--- src/hw/rtl/tdf_pkg.sv ---
// ----------------------------------------------------------------------------
// tdf_pkg
// Shared types and constants of the trial-division factorizer.
// ----------------------------------------------------------------------------
package tdf_pkg;

   // Default width of the value that is factorized (and of each factor)
   localparam int DEF_VALUE_WIDTH = 31;
   // Width of the signed input value
   localparam int IN_WIDTH        = 32;
   // First candidate divisor
   localparam int FIRST_DIVISOR   = 2;

   // Controller states
   typedef enum logic [1:0] {
      ST_IDLE,
      ST_CHECK,
      ST_DIV,
      ST_DECIDE
   } state_type;

   // Commands from the controller to the datapath
   typedef struct packed {
      logic load;         // capture input value, reset divisor
      logic div_init;     // start a division of the remaining value by the divisor
      logic take_q;       // remaining value takes the quotient (with div_init)
      logic div_step;     // one restoring-division step
      logic d_inc;        // next candidate divisor
      logic emit_empty;   // write the "no factors" result
      logic emit_factor;  // write the divisor as a factor
      logic emit_final;   // write the remaining value as the final factor
   } dp_cmd_type;

   // Status from the datapath to the controller
   typedef struct packed {
      logic is_empty;     // captured input has no factors
      logic div_last;     // current step is the last one of the division
      logic d_gt_q;       // divisor exceeds quotient: remaining value is prime
      logic r_zero;       // division left no remainder
      logic slot_free;    // output register can take a result this cycle
   } dp_status_type;

endpackage

--- src/hw/rtl/tdf_ctrl.sv ---
// ----------------------------------------------------------------------------
// tdf_ctrl
// Controller of the factorizer: sequences load, trial divisions and emits.
// ----------------------------------------------------------------------------
module tdf_ctrl
   import tdf_pkg::*;
(
   input  logic          clock,
   input  logic          reset,
   input  logic          req_tvalid,
   output logic          req_tready,
   input  dp_status_type status,
   output dp_cmd_type    cmd
);

   state_type state_ff;
   state_type state_in;

   // State register
   always_ff @(posedge clock) begin
      if (reset) begin
         state_ff <= ST_IDLE;
      end else begin
         state_ff <= state_in;
      end
   end

   // Next state and commands
   always_comb begin
      state_in   = state_ff;
      cmd        = '0;
      req_tready = 1'b0;
      case (state_ff)
         ST_IDLE: begin
            req_tready = 1'b1;
            if (req_tvalid) begin
               cmd.load = 1'b1;
               state_in = ST_CHECK;
            end
         end
         ST_CHECK: begin
            if (status.is_empty) begin
               if (status.slot_free) begin
                  cmd.emit_empty = 1'b1;
                  state_in       = ST_IDLE;
               end
            end else begin
               cmd.div_init = 1'b1;
               state_in     = ST_DIV;
            end
         end
         ST_DIV: begin
            cmd.div_step = 1'b1;
            if (status.div_last) begin
               state_in = ST_DECIDE;
            end
         end
         ST_DECIDE: begin
            if (status.d_gt_q) begin
               // no divisor up to the square root: the rest is prime
               if (status.slot_free) begin
                  cmd.emit_final = 1'b1;
                  state_in       = ST_IDLE;
               end
            end else if (status.r_zero) begin
               // divisor found: emit it, keep it, continue with the quotient
               if (status.slot_free) begin
                  cmd.emit_factor = 1'b1;
                  cmd.take_q      = 1'b1;
                  cmd.div_init    = 1'b1;
                  state_in        = ST_DIV;
               end
            end else begin
               cmd.d_inc    = 1'b1;
               cmd.div_init = 1'b1;
               state_in     = ST_DIV;
            end
         end
         default: begin
            state_in = ST_IDLE;
         end
      endcase
   end

endmodule

--- src/hw/rtl/tdf_dpath.sv ---
// ----------------------------------------------------------------------------
// tdf_dpath
// Datapath of the factorizer: remaining value, candidate divisor, a
// radix-2 restoring divider and the result register.
// ----------------------------------------------------------------------------
module tdf_dpath
   import tdf_pkg::*;
#(
   parameter int VALUE_WIDTH = DEF_VALUE_WIDTH
) (
   input  logic                   clock,
   input  logic                   reset,
   input  logic [IN_WIDTH-1:0]    value,
   input  dp_cmd_type             cmd,
   output dp_status_type          status,
   output logic                   out_valid,
   input  logic                   out_ready,
   output logic [VALUE_WIDTH-1:0] out_factor,
   output logic                   out_last,
   output logic                   out_empty
);

   localparam int CNT_W  = $clog2(VALUE_WIDTH);
   localparam int WIDE_W = (VALUE_WIDTH > IN_WIDTH) ? VALUE_WIDTH : IN_WIDTH;

   logic [VALUE_WIDTH-1:0] rem_ff,    rem_in;
   logic [VALUE_WIDTH-1:0] d_ff,      d_in;
   logic [VALUE_WIDTH-1:0] dvd_ff,    dvd_in;
   logic [VALUE_WIDTH-1:0] quo_ff,    quo_in;
   logic [VALUE_WIDTH-1:0] prem_ff,   prem_in;
   logic [CNT_W-1:0]       cnt_ff,    cnt_in;
   logic                   empty_ff,  empty_in;
   logic                   ovalid_ff, ovalid_in;
   logic [VALUE_WIDTH-1:0] factor_ff, factor_in;
   logic                   last_ff,   last_in;
   logic                   oempty_ff, oempty_in;

   logic [WIDE_W-1:0]      mag_w;
   logic [WIDE_W-1:0]      limit_w;
   logic [WIDE_W-1:0]      sat_w;
   logic                   in_empty;
   logic [VALUE_WIDTH:0]   trial;
   logic [VALUE_WIDTH:0]   diff;
   logic                   ge;
   logic                   slot_free;

   // Input conditioning: sign check, saturation to the value width
   always_comb begin
      mag_w    = WIDE_W'(value[IN_WIDTH-2:0]);
      limit_w  = WIDE_W'({VALUE_WIDTH{1'b1}});
      sat_w    = (mag_w > limit_w) ? limit_w : mag_w;
      in_empty = value[IN_WIDTH-1] || (mag_w <= WIDE_W'(1));
   end

   // One restoring-division step: shift in the next dividend bit, subtract
   always_comb begin
      trial = {prem_ff, dvd_ff[VALUE_WIDTH-1]};
      diff  = trial - {1'b0, d_ff};
      ge    = ~diff[VALUE_WIDTH];
   end

   assign slot_free = ~ovalid_ff | out_ready;

   // Next values of the working registers
   always_comb begin
      rem_in   = rem_ff;
      d_in     = d_ff;
      dvd_in   = dvd_ff;
      quo_in   = quo_ff;
      prem_in  = prem_ff;
      cnt_in   = cnt_ff;
      empty_in = empty_ff;
      if (cmd.load) begin
         rem_in   = sat_w[VALUE_WIDTH-1:0];
         d_in     = VALUE_WIDTH'(FIRST_DIVISOR);
         empty_in = in_empty;
      end
      if (cmd.d_inc) begin
         d_in = d_ff + VALUE_WIDTH'(1);
      end
      if (cmd.div_init) begin
         dvd_in  = cmd.take_q ? quo_ff : rem_ff;
         prem_in = '0;
         cnt_in  = '0;
         if (cmd.take_q) begin
            rem_in = quo_ff;
         end
      end
      if (cmd.div_step) begin
         prem_in = ge ? diff[VALUE_WIDTH-1:0] : trial[VALUE_WIDTH-1:0];
         quo_in  = {quo_ff[VALUE_WIDTH-2:0], ge};
         dvd_in  = {dvd_ff[VALUE_WIDTH-2:0], 1'b0};
         cnt_in  = cnt_ff + CNT_W'(1);
      end
   end

   // Result register
   always_comb begin
      factor_in = factor_ff;
      last_in   = last_ff;
      oempty_in = oempty_ff;
      ovalid_in = ovalid_ff & ~out_ready;
      if (cmd.emit_empty) begin
         factor_in = '0;
         last_in   = 1'b1;
         oempty_in = 1'b1;
         ovalid_in = 1'b1;
      end
      if (cmd.emit_factor) begin
         factor_in = d_ff;
         last_in   = 1'b0;
         oempty_in = 1'b0;
         ovalid_in = 1'b1;
      end
      if (cmd.emit_final) begin
         factor_in = rem_ff;
         last_in   = 1'b1;
         oempty_in = 1'b0;
         ovalid_in = 1'b1;
      end
   end

   // Control registers
   always_ff @(posedge clock) begin
      if (reset) begin
         ovalid_ff <= 1'b0;
         cnt_ff    <= '0;
      end else begin
         ovalid_ff <= ovalid_in;
         cnt_ff    <= cnt_in;
      end
   end

   // Payload registers
   always_ff @(posedge clock) begin
      rem_ff    <= rem_in;
      d_ff      <= d_in;
      dvd_ff    <= dvd_in;
      quo_ff    <= quo_in;
      prem_ff   <= prem_in;
      empty_ff  <= empty_in;
      factor_ff <= factor_in;
      last_ff   <= last_in;
      oempty_ff <= oempty_in;
   end

   // Status to the controller
   always_comb begin
      status.is_empty  = empty_ff;
      status.div_last  = (cnt_ff == CNT_W'(VALUE_WIDTH - 1));
      status.d_gt_q    = (d_ff > quo_ff);
      status.r_zero    = (prem_ff == '0);
      status.slot_free = slot_free;
   end

   assign out_valid  = ovalid_ff;
   assign out_factor = factor_ff;
   assign out_last   = last_ff;
   assign out_empty  = oempty_ff;

   // A result is written only into a free output register
   a_emit_slot: assert property (@(posedge clock) disable iff (reset)
      (cmd.emit_empty || cmd.emit_factor || cmd.emit_final) |-> slot_free)
      else $error("result written over a pending result");

   // The divisor holds still through a division
   a_div_stable: assert property (@(posedge clock) disable iff (reset)
      (cmd.div_step && $past(cmd.div_step)) |-> $stable(d_ff))
      else $error("divisor changed during division");

   // The partial remainder stays below the divisor
   a_prem_range: assert property (@(posedge clock) disable iff (reset)
      cmd.div_step |-> (prem_ff < d_ff))
      else $error("partial remainder out of range");

   // Every real factor is at least two
   a_factor_min: assert property (@(posedge clock) disable iff (reset)
      (ovalid_ff && !oempty_ff) |-> (factor_ff >= VALUE_WIDTH'(FIRST_DIVISOR)))
      else $error("factor below two");

endmodule

--- src/hw/rtl/trial_division_factorizer_unit.sv ---
// ----------------------------------------------------------------------------
// trial_division_factorizer_unit
// Prime factorization of a signed integer by trial division.
//
//   Channel | Direction | Transfer content
//   req_*   | in        | tdata[31:0] value (signed)
//   rsp_*   | out       | tdata factor, tlast last, tuser empty_res
//
// Each trial runs VALUE_WIDTH steps of the shared bit-serial divider,
// followed by one decision step. An item is loaded and checked, then
// runs one trial per candidate divisor, up to the larger of the second
// largest prime factor and just above the square root of the largest,
// plus one per factor found before the last.
// Reset is synchronous, active high, and returns the unit to idle at once.
// A stalled result holds the divider only when the next result is ready;
// a new item is taken while the last result still waits.
// ----------------------------------------------------------------------------
module trial_division_factorizer_unit
   import tdf_pkg::*;
#(
   parameter int VALUE_WIDTH = DEF_VALUE_WIDTH,
   parameter int RSP_DATA_W  = ((VALUE_WIDTH + 7) / 8) * 8
) (
   input  logic                  clock,
   input  logic                  reset,
   input  logic                  req_tvalid,
   output logic                  req_tready,
   input  logic [IN_WIDTH-1:0]   req_tdata,   // [31:0] value
   output logic                  rsp_tvalid,
   input  logic                  rsp_tready,
   output logic [RSP_DATA_W-1:0] rsp_tdata,   // [VALUE_WIDTH-1:0] factor, zero pad
   output logic                  rsp_tlast,
   output logic                  rsp_tuser    // [0] empty_res
);

   dp_cmd_type             cmd;
   dp_status_type          status;
   logic [VALUE_WIDTH-1:0] factor;

   tdf_ctrl u_ctrl (
      .clock      (clock),
      .reset      (reset),
      .req_tvalid (req_tvalid),
      .req_tready (req_tready),
      .status     (status),
      .cmd        (cmd)
   );

   tdf_dpath #(
      .VALUE_WIDTH (VALUE_WIDTH)
   ) u_dpath (
      .clock      (clock),
      .reset      (reset),
      .value      (req_tdata),
      .cmd        (cmd),
      .status     (status),
      .out_valid  (rsp_tvalid),
      .out_ready  (rsp_tready),
      .out_factor (factor),
      .out_last   (rsp_tlast),
      .out_empty  (rsp_tuser)
   );

   assign rsp_tdata = RSP_DATA_W'(factor);

endmodule
--- config.mk ---
export PLATFORM = sky130hd
export DESIGN_NAME = trial_division_factorizer_unit
export DESIGN_NICKNAME = d
export VERILOG_FILES = /design/src/hw/rtl/tdf_pkg.sv /design/src/hw/rtl/tdf_ctrl.sv /design/src/hw/rtl/tdf_dpath.sv /design/src/hw/rtl/trial_division_factorizer_unit.sv
export SDC_FILE = /design/constraint.sdc
export NUM_CORES = 1
export LEC_CHECK = 0
export ABC_CLOCK_PERIOD_IN_PS = 11100
export BUFFER_PORTS_ARGS = -buffer_cell sky130_fd_sc_hd__buf_2
export CAP_MARGIN = 20
export CORE_MARGIN = 3
export CORE_UTILIZATION = 66
export CTS_BUF_LIST = sky130_fd_sc_hd__clkbuf_8
export DETAILED_ROUTE_END_ITERATION = 6
export GPL_ROUTABILITY_DRIVEN = 0
export PLACE_DENSITY = 0.94
export SETUP_SLACK_MARGIN = 0.02
export SLEW_MARGIN = 10
export SYNTH_ARGS = -nofsm -noshare
export SYNTH_HDL_FRONTEND = slang
export SYNTH_SLANG_ARGS = --single-unit
--- constraint.sdc ---
create_clock -name clock -period 11.1 [get_ports clock]
set_input_delay 3.33 -clock clock [delete_from_list [all_inputs] [get_ports clock]]
set_output_delay 3.33 -clock clock [all_outputs]
set_load 0.01 [all_outputs]
==> flow_summary.yaml <==
sta:
  grt_setup_unrepaired: "false"
  finClkSkew_ns: 0.01404
  period_minus_slack_ns: 5.345
  slew-limit-headroom: 0.2193
  achievable-frequency_ghz: 0.1871
  tightest_slew_ns: 1.165
  min_period_over_period: 0.4816
  fin_setup_tns_ns: 0
  hold_viol: 0
  slew_violations: 0
  setup_viol: 0
synthesis:
  yosysWarnings: 0
  synthSimpleGateAreaFrac: 0.1362
  synth_compound_area_frac: 0.1369
  synthMuxAreaShare: 0.07620
  synthesis.area_sq_um: 11300
  syn_nets: 1211
  async_reset_ff_frac: 0
  synth_seq_area_share: 0.4864
  synth_xor_area_frac: 0.04342
  synth_cell_type_count: 63
  synthCells: 1109
  synth_flop_cell: "edfxtp_1"
  synth_top_family_by_area: "compound AO/OA/AOI/OAI gates"
  syn_area_per_cell_sq_um: 10.19
  synth_edf_count: 155
  ys_seq_elements: 197
  synthAdderAreaFrac: 0.07376
global_routing:
  antenna_found_initial: 0
  grt_overflow_total: 0
  grt_pass1_wl_microns: 43970
  track_usage: 0.3008
  grt_pass1_vias: 8679
  grt_max_degree: 99
job:
  cap_viol_max_count: 0
cts:
  cts_made_buffers: 17
  clkLatencyLatePin_ns: 0.48
  postCtsHoldBufs: 0
  root_buffer: "clkbuf_8"
  ctsHtreeMaxLevel: 4
  post_cts_buffers: 0
  cts_resized: 0
  path_clk_slew_ns: 0.10
  cts_tree: "built"
  cts_sinks: 197
  clock_path_buffers: 2
placement:
  place_area_sq_um: 11790
  dp_hpwl_microns: 19200
  port_buffers: 70
setup_path:
  cp.arrival_ns: 5.55
  required_ns: 11.30
  cp-end-kind: "flop"
  path_class: "in2reg"
  worstRegToRegCells: 11
  crit_path_start_kind: "primary input"
  cp_max_fo: 98
cells_and_area:
  multi_input_area_sq_um: 5299
  finalNetCount: 1260
  fin_area_sq_um: 12180
  fillers: 1016
  area_delta_synth_final_pct: 7.830
  drive_gt1_frac: 0.1127
  diodes: 0
  register_area_sq_um: 5495
drt:
  routed_wl_microns: 27680
  viasPerCell: 6.515
  route.antenna.remaining_nets: 0
  drcViolationCount: 0
  num_vias: 9062
  initialDrtViolationCount: 947
  firstDrtPassIters: 5
  detail_route.wl_per_cell_microns: 19.90
floorplanning:
  rows: 47
  pin_count: 72
  fp.coreArea_sq_um: 16640
  die_height_microns: 136.8
  initial_core_util: 0.6788
  fp.dieArea_sq_um: 18720
  die_w_microns: 136.8
status:
  status: "finished clean"
min_path:
  holdPathStages: 2
  min_path_type: "reg2reg"
power_and_ir_drop:
  power_density_nw_per_um2: 152.9
  p_leak_uw: 0.004731
  ir_drop_mv: 0.09313
registers in the layout, indices dropped and copies added (netlist names):
name                count
u_dpath.dvd_ff         31
u_ctrl.state_ff         2
u_dpath.empty_ff        1
u_dpath.cnt_ff          5
u_dpath.rem_ff         31
u_dpath.out_empty       1
u_dpath.d_ff           31
u_dpath.quo_ff         31
u_dpath.out_factor     31
u_dpath.prem_ff        31
u_dpath.out_last        1
u_dpath.out_valid       1
cells in the final DEF, fill, tap and decap left out, types with 4 or more instances in the layout:
| cell | instances |
|---|---|
| xnor2_1 | 43 |
| buf_2 | 70 |
| nor2b_1 | 5 |
| a21o_1 | 14 |
| and2_1 | 7 |
| a211oi_1 | 9 |
| a21oi_1 | 53 |
| o22ai_1 | 5 |
| xor2_1 | 13 |
| nand4_1 | 22 |
| nand2_1 | 114 |
| nor4_1 | 17 |
| o21ai_1 | 5 |
| a22o_1 | 32 |
| clkinvlp_4 | 4 |
| mux2i_1 | 86 |
| nand3_1 | 22 |
| clkbuf_8 | 18 |
| o211ai_1 | 4 |
| nor2_1 | 89 |
| edfxtp_1 | 155 |
| o21ai_0 | 86 |
| o21a_1 | 5 |
| nand2b_1 | 14 |
| buf_4 | 11 |
| nor3_1 | 15 |
| o31ai_1 | 4 |
| ha_1 | 65 |
| and3_1 | 10 |
| inv_1 | 76 |
| dfxtp_1 | 42 |
area by class of cell:
class,instances,share of cell area
Multi-Input combinational cell,784,0.4350
Tap cell,220,0.02260
Clock inverter,14,0.01171
Sequential cell,197,0.4511
Inverter,77,0.02373
Clock buffer,18,0.02034
Timing Repair Buffer,81,0.03554
metal layers:
metal	track usage	wire (microns)	up-vias
met3	0.05478	2407	92
met4	0.1308	942	0
met2	0.5014	13450	542
met5	0	0	-
met1	0.3867	10880	4309
li1	-	-	4119
power breakdown:
part / internal [uW] / switching [uW]
Combinational: 176 / 266
Sequential: 886 / 71.4
Clock: 190 / 272
metrics by stage:
step                      hold WS [ns]  utilization  cells  setup slack [ns]  power (uW)
after detailed placement        0.4902       0.7085   1359             5.409        1399
after global placement          0.4585       0.7085   1359             5.540        1373
after floorplan                 0.4476            -   1109             5.001        1283
after CTS                       0.5076       0.7320   1391             5.864        1852
after global routing            0.5355       0.7320   1391             5.710        1943
final                           0.5153       0.7320   1391             5.755        1863
cells in the mapped netlist (4+ instances only):
library cell / number / area share
a21o_1: 14 / 0.0093
dfxtp_1: 42 / 0.074
inv_1: 76 / 0.025
and3_1: 11 / 0.0061
xor2_1: 13 / 0.010
o22ai_1: 5 / 0.0028
nand2b_1: 14 / 0.0078
clkbuf_1: 34 / 0.011
buf_6: 4 / 0.0040
buf_2: 11 / 0.0049
o21a_1: 5 / 0.0033
nor3_1: 16 / 0.0071
nand4_1: 22 / 0.012
nor4_1: 17 / 0.0094
a211oi_1: 9 / 0.0060
mux2i_1: 86 / 0.076
xnor2_1: 43 / 0.033
o211ai_1: 4 / 0.0027
nor2b_1: 5 / 0.0028
o21ai_1: 6 / 0.0027
o21ai_0: 86 / 0.038
edfxtp_1: 155 / 0.41
nand2_1: 115 / 0.038
nor2_1: 89 / 0.030
nand3_1: 22 / 0.0097
o31ai_1: 4 / 0.0027
a22o_1: 32 / 0.025
ha_1: 65 / 0.072
and2_1: 8 / 0.0044
a21oi_1: 53 / 0.023
kinds of logic after synthesis:
group	after synthesis
AOI/OAI and AO/OA	245
xor gates and xnor gates	56
adders and majority gates	66
buffers and inverters	128
DFF	197
muxes	86
other	1
and+or+nand+nor	330
worst paths after layout:
kind | end | startpoint | slack, ns
worst max-delay path | u_dpath.dvd_ff[17] | rsp_tready | 5.75
worst min-delay path | u_dpath.cnt_ff[0] | u_dpath.cnt_ff[0] | 0.52
worst max register to register | u_dpath.dvd_ff[17] | u_dpath.d_ff[22] | 6.41
worst min register to register | u_dpath.cnt_ff[0] | u_dpath.cnt_ff[0] | 0.52
worst max-delay path, cell delays in order:
cell,delay (ns)
buf_2,0.10
nor2b_1,0.10
nor2_1,0.18
and3_4,0.42
buf_4,0.85
mux2i_1,0.33
o21ai_0,0.15
No activity file was read; power rests on OpenSTA's default activity.
